--- config.mk ---
export PLATFORM = sky130hd
export DESIGN_NAME = polyhedral_distance_3d
export DESIGN_NICKNAME = d
export VERILOG_FILES = /design/src/hdl/pd3_pkg.sv /design/src/hdl/pd3_order.sv /design/src/hdl/pd3_scale.sv /design/src/hdl/polyhedral_distance_3d.sv
export VERILOG_INCLUDE_DIRS = /design/src /design/src/hdl
export SDC_FILE = /design/constraint.sdc
export NUM_CORES = 2
export LEC_CHECK = 0
export BUFFER_PORTS_ARGS = -buffer_cell sky130_fd_sc_hd__buf_2
export CAP_MARGIN = 20
export CORE_ASPECT_RATIO = 0.7
export CORE_UTILIZATION = 58
export DETAILED_ROUTE_END_ITERATION = 16
export GPL_TIMING_DRIVEN = 1
export HOLD_SLACK_MARGIN = 0.02
export PLACE_DENSITY = 0.89
export SLEW_MARGIN = 40
export SYNTH_ARGS = -nofsm -noshare
export SYNTH_HDL_FRONTEND = slang
export SYNTH_SLANG_ARGS = --single-unit
--- constraint.sdc ---
create_clock -name clk -period 6.83 [get_ports clk]
set_input_delay 0.3415 -clock clk [delete_from_list [all_inputs] [get_ports clk]]
set_output_delay 0.3415 -clock clk [all_outputs]
set_load 0.02 [all_outputs]
--- src/hdl/assert_macros.svh ---
// Assertion macros shared by the polyhedral distance RTL.
`ifndef ASSERT_MACROS_SVH
`define ASSERT_MACROS_SVH
`ifndef SYNTH
`define PD3_ASSERT_IMP(lbl, clk, rst_n, ante, cons, msg) \
  lbl: assert property (@(posedge clk) disable iff (!(rst_n)) (ante) |-> cons) else $error(msg);
`define PD3_ASSERT_NXT(lbl, clk, rst_n, ante, cons, msg) \
  lbl: assert property (@(posedge clk) disable iff (!(rst_n)) (ante) |=> cons) else $error(msg);
`else
`define PD3_ASSERT_IMP(lbl, clk, rst_n, ante, cons, msg)
`define PD3_ASSERT_NXT(lbl, clk, rst_n, ante, cons, msg)
`endif
`endif

--- src/hdl/pd3_pkg.sv ---
// Package with types, constants and coefficient helper for the polyhedral distance block.
`default_nettype none
package pd3_pkg;

  localparam int COORD_WIDTH_DEF = 24;
  localparam int FRAC_BITS_DEF   = 16;
  localparam int DIST_WIDTH      = 26;

  localparam logic [DIST_WIDTH-1:0] DIST_MAX = '1;

  // Coefficients with 64 fractional bits, truncated.
  localparam logic [63:0] K64_SQ2M1   = 64'h6A09E667F3BCC908;
  localparam logic [63:0] K64_SQ3M1   = 64'hBB67AE8584CAA73B;
  localparam logic [63:0] K64_TWO3    = 64'hAAAAAAAAAAAAAAAA;
  localparam logic [63:0] K64_TWOMSQ2 = 64'h95F619980C4336F7;

  typedef enum logic [1:0] {
    FN_DISDYAKIS  = 2'd0,
    FN_TETRAKIS   = 2'd1,
    FN_TRUNC_OCTA = 2'd2,
    FN_TRIAKIS    = 2'd3
  } pd3_func_t;

  typedef struct packed {
    logic      vld;
    pd3_func_t func;
  } pd3_ctl_t;

  // Rounds a 64-bit fraction to nearest at the given number of fractional bits.
  function automatic logic [63:0] pd3_coef(input logic [63:0] k64, input int frac);
    logic [63:0] t;
    t = (k64 >> (63 - frac)) + 64'd1;
    return t >> 1;
  endfunction

endpackage
`default_nettype wire

--- src/hdl/pd3_order.sv ---
// Front of the pipeline: absolute coordinate differences, then max, min and sum.
`default_nettype none
`include "assert_macros.svh"
module pd3_order
  import pd3_pkg::*;
#(
  parameter int COORD_WIDTH = COORD_WIDTH_DEF
) (
  input  wire logic                          clk,
  input  wire logic                          rst_n,
  input  wire pd3_ctl_t                      in_ctl,
  input  wire logic signed [COORD_WIDTH-1:0] sender_x,
  input  wire logic signed [COORD_WIDTH-1:0] sender_y,
  input  wire logic signed [COORD_WIDTH-1:0] sender_z,
  input  wire logic signed [COORD_WIDTH-1:0] receiver_x,
  input  wire logic signed [COORD_WIDTH-1:0] receiver_y,
  input  wire logic signed [COORD_WIDTH-1:0] receiver_z,
  output pd3_ctl_t                           out_ctl,
  output logic [COORD_WIDTH-1:0]             mx,
  output logic [COORD_WIDTH-1:0]             mn,
  output logic [COORD_WIDTH+1:0]             sum
);

  localparam int SW = COORD_WIDTH + 2;

  function automatic logic [COORD_WIDTH-1:0] absdiff(
    input logic signed [COORD_WIDTH-1:0] a,
    input logic signed [COORD_WIDTH-1:0] b
  );
    logic signed [COORD_WIDTH:0] d;
    logic        [COORD_WIDTH:0] m;
    d = (COORD_WIDTH+1)'(a) - (COORD_WIDTH+1)'(b);
    m = d[COORD_WIDTH] ? -d : d;
    return m[COORD_WIDTH-1:0];
  endfunction

  pd3_ctl_t               ctl1_r, ctl2_r;
  logic [COORD_WIDTH-1:0] dx_r, dy_r, dz_r;
  logic [COORD_WIDTH-1:0] dx_nxt, dy_nxt, dz_nxt;
  logic [COORD_WIDTH-1:0] mx_r, mn_r, mx_nxt, mn_nxt;
  logic [SW-1:0]          sum_r, sum_nxt;

  always_comb begin
    dx_nxt = absdiff(sender_x, receiver_x);
    dy_nxt = absdiff(sender_y, receiver_y);
    dz_nxt = absdiff(sender_z, receiver_z);
  end

  always_comb begin
    if (dx_r >= dy_r && dx_r >= dz_r) begin
      mx_nxt = dx_r;
    end else if (dy_r >= dz_r) begin
      mx_nxt = dy_r;
    end else begin
      mx_nxt = dz_r;
    end
    if (dx_r <= dy_r && dx_r <= dz_r) begin
      mn_nxt = dx_r;
    end else if (dy_r <= dz_r) begin
      mn_nxt = dy_r;
    end else begin
      mn_nxt = dz_r;
    end
    sum_nxt = SW'(dx_r) + SW'(dy_r) + SW'(dz_r);
  end

  always_ff @(posedge clk) begin
    if (!rst_n) begin
      ctl1_r <= '0;
      ctl2_r <= '0;
    end else begin
      ctl1_r <= in_ctl;
      ctl2_r <= ctl1_r;
    end
  end

  always_ff @(posedge clk) begin
    dx_r  <= dx_nxt;
    dy_r  <= dy_nxt;
    dz_r  <= dz_nxt;
    mx_r  <= mx_nxt;
    mn_r  <= mn_nxt;
    sum_r <= sum_nxt;
  end

  assign out_ctl = ctl2_r;
  assign mx      = mx_r;
  assign mn      = mn_r;
  assign sum     = sum_r;

  `PD3_ASSERT_IMP(a_order_sorted, clk, rst_n, ctl2_r.vld, (mx_r >= mn_r && sum_r >= SW'(mx_r) + SW'(mn_r)), "pd3_order: max, min and sum inconsistent")

endmodule
`default_nettype wire

--- src/hdl/pd3_scale.sv ---
// Middle of the pipeline: operand selection, constant multiply and combination.
`default_nettype none
`include "assert_macros.svh"
module pd3_scale
  import pd3_pkg::*;
#(
  parameter int COORD_WIDTH = COORD_WIDTH_DEF,
  parameter int FRAC_BITS   = FRAC_BITS_DEF
) (
  input  wire logic                                clk,
  input  wire logic                                rst_n,
  input  wire pd3_ctl_t                            in_ctl,
  input  wire logic [COORD_WIDTH-1:0]              mx,
  input  wire logic [COORD_WIDTH-1:0]              mn,
  input  wire logic [COORD_WIDTH+1:0]              sum,
  output pd3_ctl_t                                 out_ctl,
  output logic [COORD_WIDTH+FRAC_BITS+1:0]         acc
);

  localparam int OW = COORD_WIDTH + 2;
  localparam int AW = OW + FRAC_BITS;

  localparam logic [FRAC_BITS-1:0] C_A = FRAC_BITS'(pd3_coef(K64_SQ2M1, FRAC_BITS));
  localparam logic [FRAC_BITS-1:0] C_T = FRAC_BITS'(pd3_coef(K64_SQ3M1, FRAC_BITS));
  localparam logic [FRAC_BITS-1:0] C_H = FRAC_BITS'(pd3_coef(K64_TWO3, FRAC_BITS));
  localparam logic [FRAC_BITS-1:0] C_B = FRAC_BITS'(pd3_coef(K64_TWOMSQ2, FRAC_BITS));

  pd3_ctl_t             ctl3_r, ctl4_r, ctl5_r;
  logic [OW-1:0]        op_r, op_nxt, base3_r, base_nxt, base4_r;
  logic [FRAC_BITS-1:0] coef;
  logic [AW-1:0]        prod_r, prod_nxt, base_sh, acc_r, acc_nxt;

  // Stage three: operand and base term per function; the middle value comes out of the sum.
  always_comb begin
    case (in_ctl.func)
      FN_DISDYAKIS: begin
        op_nxt   = sum - OW'(mx) - OW'(mn);
        base_nxt = OW'(mx);
      end
      FN_TETRAKIS: begin
        op_nxt   = sum - OW'(mn) + OW'(mx);
        base_nxt = '0;
      end
      FN_TRUNC_OCTA: begin
        op_nxt   = sum;
        base_nxt = OW'(mx);
      end
      default: begin
        op_nxt   = OW'(mn);
        base_nxt = sum;
      end
    endcase
  end

  // Stage four: one constant-coefficient multiply.
  always_comb begin
    case (ctl3_r.func)
      FN_DISDYAKIS:  coef = C_A;
      FN_TETRAKIS:   coef = C_T;
      FN_TRUNC_OCTA: coef = C_H;
      default:       coef = C_B;
    endcase
    prod_nxt = AW'(op_r) * AW'(coef);
  end

  // Stage five: add, pass the product, take the larger or subtract against the whole-metre term.
  always_comb begin
    base_sh = AW'(base4_r) << FRAC_BITS;
    case (ctl4_r.func)
      FN_DISDYAKIS:  acc_nxt = base_sh + prod_r;
      FN_TETRAKIS:   acc_nxt = prod_r;
      FN_TRUNC_OCTA: acc_nxt = (prod_r > base_sh) ? prod_r : base_sh;
      default:       acc_nxt = base_sh - prod_r;
    endcase
  end

  always_ff @(posedge clk) begin
    if (!rst_n) begin
      ctl3_r <= '0;
      ctl4_r <= '0;
      ctl5_r <= '0;
    end else begin
      ctl3_r <= in_ctl;
      ctl4_r <= ctl3_r;
      ctl5_r <= ctl4_r;
    end
  end

  always_ff @(posedge clk) begin
    op_r    <= op_nxt;
    base3_r <= base_nxt;
    prod_r  <= prod_nxt;
    base4_r <= base3_r;
    acc_r   <= acc_nxt;
  end

  assign out_ctl = ctl5_r;
  assign acc     = acc_r;

  `PD3_ASSERT_NXT(a_scale_trunc_floor, clk, rst_n, (ctl4_r.vld && ctl4_r.func == FN_TRUNC_OCTA), (acc_r >= $past(base_sh)), "pd3_scale: truncated octahedron below max term")

endmodule
`default_nettype wire

--- src/hdl/polyhedral_distance_3d.sv ---
// Top level of the polyhedral distance block: pipeline of ordering, scaling and rounding.
//
//  Channel  | Ports                                   | Handshake
//  ---------+-----------------------------------------+------------------------------
//  input    | in_func, in_sender_*, in_receiver_*     | beat taken when start & !busy
//  result   | out_distance                            | out_valid strobe, one cycle
//
// A beat may be presented in every cycle; busy never rises because nothing in the
// pipeline can be held back. Each beat passes through two stages in the ordering
// front (differences, then max, min and sum), three in the scaling section (operand
// selection, the constant multiply, combination) and the rounding and saturation
// register here, which raises the strobe and holds the result.
// Reset is synchronous and clears only the valid bits travelling with the data, so
// anything in flight at reset is dropped and no stray strobe follows.
// The receiver cannot stall, so the result register is simply overwritten each cycle.
`default_nettype none
`include "assert_macros.svh"
module polyhedral_distance_3d
  import pd3_pkg::*;
#(
  parameter int COORD_WIDTH = COORD_WIDTH_DEF,
  parameter int FRAC_BITS   = FRAC_BITS_DEF
) (
  input  wire logic                          clk,
  input  wire logic                          rst_n,
  input  wire logic                          start,
  output logic                               busy,
  input  wire logic [1:0]                    in_func,
  input  wire logic signed [COORD_WIDTH-1:0] in_sender_x,
  input  wire logic signed [COORD_WIDTH-1:0] in_sender_y,
  input  wire logic signed [COORD_WIDTH-1:0] in_sender_z,
  input  wire logic signed [COORD_WIDTH-1:0] in_receiver_x,
  input  wire logic signed [COORD_WIDTH-1:0] in_receiver_y,
  input  wire logic signed [COORD_WIDTH-1:0] in_receiver_z,
  output logic                               out_valid,
  output logic [DIST_WIDTH-1:0]              out_distance
);

  // Accumulator width: sum of three differences plus the fractional bits.
  localparam int AW   = COORD_WIDTH + 2 + FRAC_BITS;
  // Width of the rounded integer before saturation.
  localparam int RW   = AW + 1 - FRAC_BITS;
  localparam int CMPW = (RW > DIST_WIDTH) ? RW : DIST_WIDTH;

  pd3_ctl_t               in_ctl, ord_ctl, scl_ctl;
  logic                   accept;
  logic [COORD_WIDTH-1:0] mx, mn;
  logic [COORD_WIDTH+1:0] sum;
  logic [AW-1:0]          acc;
  logic [AW:0]            rnd;
  logic [RW-1:0]          whole;
  logic                   over;
  logic                   out_valid_r;
  logic [DIST_WIDTH-1:0]  out_distance_r, out_distance_nxt;

  assign busy   = 1'b0;
  assign accept = start & ~busy;
  assign in_ctl = '{vld: accept, func: pd3_func_t'(in_func)};

  pd3_order #(
    .COORD_WIDTH(COORD_WIDTH)
  ) u_order (
    .clk        (clk),
    .rst_n      (rst_n),
    .in_ctl     (in_ctl),
    .sender_x   (in_sender_x),
    .sender_y   (in_sender_y),
    .sender_z   (in_sender_z),
    .receiver_x (in_receiver_x),
    .receiver_y (in_receiver_y),
    .receiver_z (in_receiver_z),
    .out_ctl    (ord_ctl),
    .mx         (mx),
    .mn         (mn),
    .sum        (sum)
  );

  pd3_scale #(
    .COORD_WIDTH(COORD_WIDTH),
    .FRAC_BITS  (FRAC_BITS)
  ) u_scale (
    .clk     (clk),
    .rst_n   (rst_n),
    .in_ctl  (ord_ctl),
    .mx      (mx),
    .mn      (mn),
    .sum     (sum),
    .out_ctl (scl_ctl),
    .acc     (acc)
  );

  // Round half up to whole metres, then clamp to the width of the result field.
  always_comb begin
    rnd              = (AW+1)'(acc) + ((AW+1)'(1) << (FRAC_BITS - 1));
    whole            = rnd[AW:FRAC_BITS];
    over             = CMPW'(whole) > CMPW'(DIST_MAX);
    out_distance_nxt = over ? DIST_MAX : DIST_WIDTH'(whole);
  end

  always_ff @(posedge clk) begin
    if (!rst_n) begin
      out_valid_r <= 1'b0;
    end else begin
      out_valid_r <= scl_ctl.vld;
    end
  end

  always_ff @(posedge clk) begin
    out_distance_r <= out_distance_nxt;
  end

  assign out_valid    = out_valid_r;
  assign out_distance = out_distance_r;

  `PD3_ASSERT_IMP(a_top_latency, clk, rst_n, accept, ##6 out_valid, "polyhedral_distance_3d: result strobe missing six cycles after a beat")
  `PD3_ASSERT_NXT(a_top_reset_quiet, clk, 1'b1, !rst_n, !out_valid, "polyhedral_distance_3d: strobe right after reset")
  `PD3_ASSERT_NXT(a_top_no_phantom, clk, rst_n, !scl_ctl.vld, !out_valid, "polyhedral_distance_3d: strobe without a beat in flight")

endmodule
`default_nettype wire
==> metrics.md <==
| Metric | Value |
|---|---|
| Status | completed |
| Initial drt markers | 3171 |
| Die width | approximately 310 um |
| Asr flop ratio synth | 0 |
| RR Startpoint | u_scale.ctl3_r[0] |
| Global-route wire length before repair | about 160 mm |
| Crit Path Class | reg2reg |
| Maximum fanout along the worst path | 10 |
| Routability cong. | between 1 and 1.5 |
| Met3 Resource Use GR | 0.0799 |
| Residual DRC count | 0 |
| Total GRT Usage | 0.313 |
| Worst Max-Slew Pin Slew | 1.01 ns |
| Via density | between 5 and 6 |
| Grt total ovfl | 0 |
| Post-Syn Area | 37300 um^2 |
| Top-count cell post-synth | inv_1 |
| Max-cap violations | 0 |
| Cell taking the most area after synthesis | fa_1 |
| H-Tree Depth | 2 |
| Global Route met2 Usage | 0.486 |
| Post-Synthesis Cells | 4255 |
| Die Y | 214 um |
| Critical Path RT | 7.35 ns |
| Clk buf depth | 3 |
| Initial core utilization | 0.589 |
| Multi-input gate area | 28100 um^2 |
| Non-Filler Instances | between 5000 and 6000 |
| Netlist cell types | 98 |
| Max Freq | around 150 MHz |
| Rows | 77 |
| Vias in the first global route | 31700 |
| CTS tree | built |
| Register bit total from synthesis | 333 |
| Dpl cells | between 5000 and 6000 |
| Worst Setup SP | u_scale.ctl3_r[0] |
| Fillers | 4694 |
| Reg clk slew, reported paths | about 0.07 ns |
| Detailed-route via count | 31900 |
| Root buf cell | clkbuf_16 |
| CTS Buf Count | 37 |
| Crit. End Element | flop |
| Dpl hpwl | between 80 and 90 mm |
| GR peak layer | met2 |
| Initial antenna violation count | 1 |
| GR Layer Usage met1 | 0.438 |
| Register area share after synthesis | 0.179 |
| Main flop type after synthesis | dfxtp_1 |
| Post-synth top area share | 0.195 |
| Syn_area_per_cell | 8.77 um^2 |
| Crit-path max cell delay | 0.54 ns |
| Synth warn | 0 |
| Final Cycle Share | 0.997 |
| Slowest CP cell | fa_1 |
| Share of layout cells above drive strength 1 | 0.161 |
| Top cells by count, synth | inv_1, ha_1, fa_1 |
| Critical path's top delay family | adder cells |
| Core box area | 63400 um^2 |
| Total die area | approximately 65000 um^2 |
| IO Count | 177 |
| Worst path arrival time | 7.33 ns |
| PortBufs | 175 |
| Fin Setup TNS | 0 ns |
| Worst slew margin | 0.321 |
| DR pass1 iterations | 7 |
| Largest cells by area after synthesis | fa_1, dfxtp_1, ha_1 |
| Tmin final | 6.81 ns |
| Pin count of the biggest net entering global routing | 59 |
| Startpoint Class | flop |
| CP Buf/Inv Count | 10 |
| Hold Crit Class | in2reg |
| RSZ-0062 raised after global routing | yes |
| Area Overhead vs Synth | 14.8% |
| Nets | 5566 |
| Post-DR wirelength/cell | 19.1 um |
| CP dominant cell by count | fa_1 |
| Endpoints failing setup | 0 |
| Hold Path Origin | in_receiver_z[0] |
| Skew final | 0.0440 ns |
| Worst hold slack | 0.124 ns |
| Sequential cell area | 6680 um^2 |
| Final hold vios | 0 |
| Final Max Tran Viols | 0 |
| Post-route ant nets | 0 |
| Antenna Cells | 0 |
| Final wirelength | 105 mm |
| Clk sinks | 333 |
| Post-synth EDFFs | 0 |
| Worst-Skew Late Latency | 0.60 ns |
==> final cells by class <==
type / instances / share of cell area
Timing Repair Buffer: 408 / 0.0651
Inverter: 807 / 0.0707
Sequential cell: 333 / 0.156
Clock buffer: 48 / 0.0245
Multi-Input combinational cell: 3029 / 0.655
Clock inverter: 20 / 0.00517
Tap cell: 829 / 0.0242
==> logic make-up after synthesis <==
| kind of cell | Yosys count | share of synthesized area |
|---|---|---|
| buf+inv | 895 | 0.0904 |
| xor+xnor | 283 | 0.0668 |
| fa+ha+maj | 801 | 0.342 |
| compound gates | 814 | 0.144 |
| flops | 333 | 0.179 |
| simple gates | 992 | 0.132 |
| other cells | 1 | 0.000100 |
| mux | 136 | 0.0463 |
==> per-layer routing <==
layer  wire length [um]  up-vias  part of all wire
met4               2900        2             0.028
met1              44000    15300              0.42
met5                 53        -           0.00051
met2              45900     1594              0.44
met3              11900      211              0.11
li1                   -    14800                 -
==> per-stage QoR <==
step                utilization  setup slack (ns)  instance area (um^2)
detailed placement        0.641            -0.339                 40600
global placement          0.640            -0.173                 40600
floorplan                     -            0.0181                 37300
finish                    0.676            0.0182                 42900
global route              0.676            -0.170                 42900
CTS                       0.664          0.000847                 42100
==> path summary, 6_finish.rpt <==
path | end | slack (ns) | depth (start not counted)
worst min-delay path | u_order.dz_r[0] | 0.12 | 3
worst min register to register | u_scale.base4_r[24] | 0.33 | 0
worst max register to register | u_scale.prod_r[38] | 0.02 | 27
worst max-delay path | u_scale.prod_r[38] | 0.02 | 27
==> timing repair <==
action,4_1_cts,5_1_grt
hold buffers,3,0
endpoints found under the setup margin,10,15
buffers inserted,3,6
gates cloned,0,3
pin swaps,25,119
hold endpoints to repair,3,0
gates resized for setup,35,165
==> worst register-to-register path: cells and delay by family (launching register included) <==
kind	cells	cell delay, ns
adder cells (fa/ha/maj)	7	3.45
AND/OR/NAND/NOR	5	0.53
buffers and inverters	10	1.17
XOR/XNOR	1	0.13
AO/OA/AOI/OAI	4	1.04
flip-flops	1	0.40
==> placed cells by master (no fill, tap or decap), types with 48 or more instances in the layout <==
| master | n |
|---|---|
| mux2_2 | 53 |
| a21o_1 | 93 |
| and2_1 | 87 |
| a21oi_1 | 220 |
| nor3_1 | 59 |
| buf_4 | 210 |
| buf_2 | 176 |
| mux2i_1 | 58 |
| o21ai_0 | 141 |
| ha_1 | 419 |
| nand3_1 | 56 |
| xor2_1 | 94 |
| inv_1 | 795 |
| dfxtp_1 | 330 |
| nor2_1 | 202 |
| nand2b_1 | 65 |
| fa_1 | 339 |
| xnor2_1 | 188 |
| o21bai_1 | 48 |
| nand2_1 | 250 |
==> state kept, by name, indices dropped and copies added, names as in the netlist <==
register         cells
out_distance        26
out_valid            1
u_order.ctl1_r       3
u_order.dx_r        24
u_order.dy_r        24
u_order.dz_r        24
u_order.mn          24
u_order.mx          24
u_order.out_ctl      3
u_order.sum         26
u_scale.acc         27
u_scale.base3_r     26
u_scale.base4_r     26
u_scale.ctl3_r       3
u_scale.ctl4_r       3
u_scale.op_r        26
u_scale.out_ctl      1
u_scale.prod_r      42
Power is left out: the tool's default activity adds up to more than one toggle a clock period on the data nets, which glitch-free logic cannot reach.
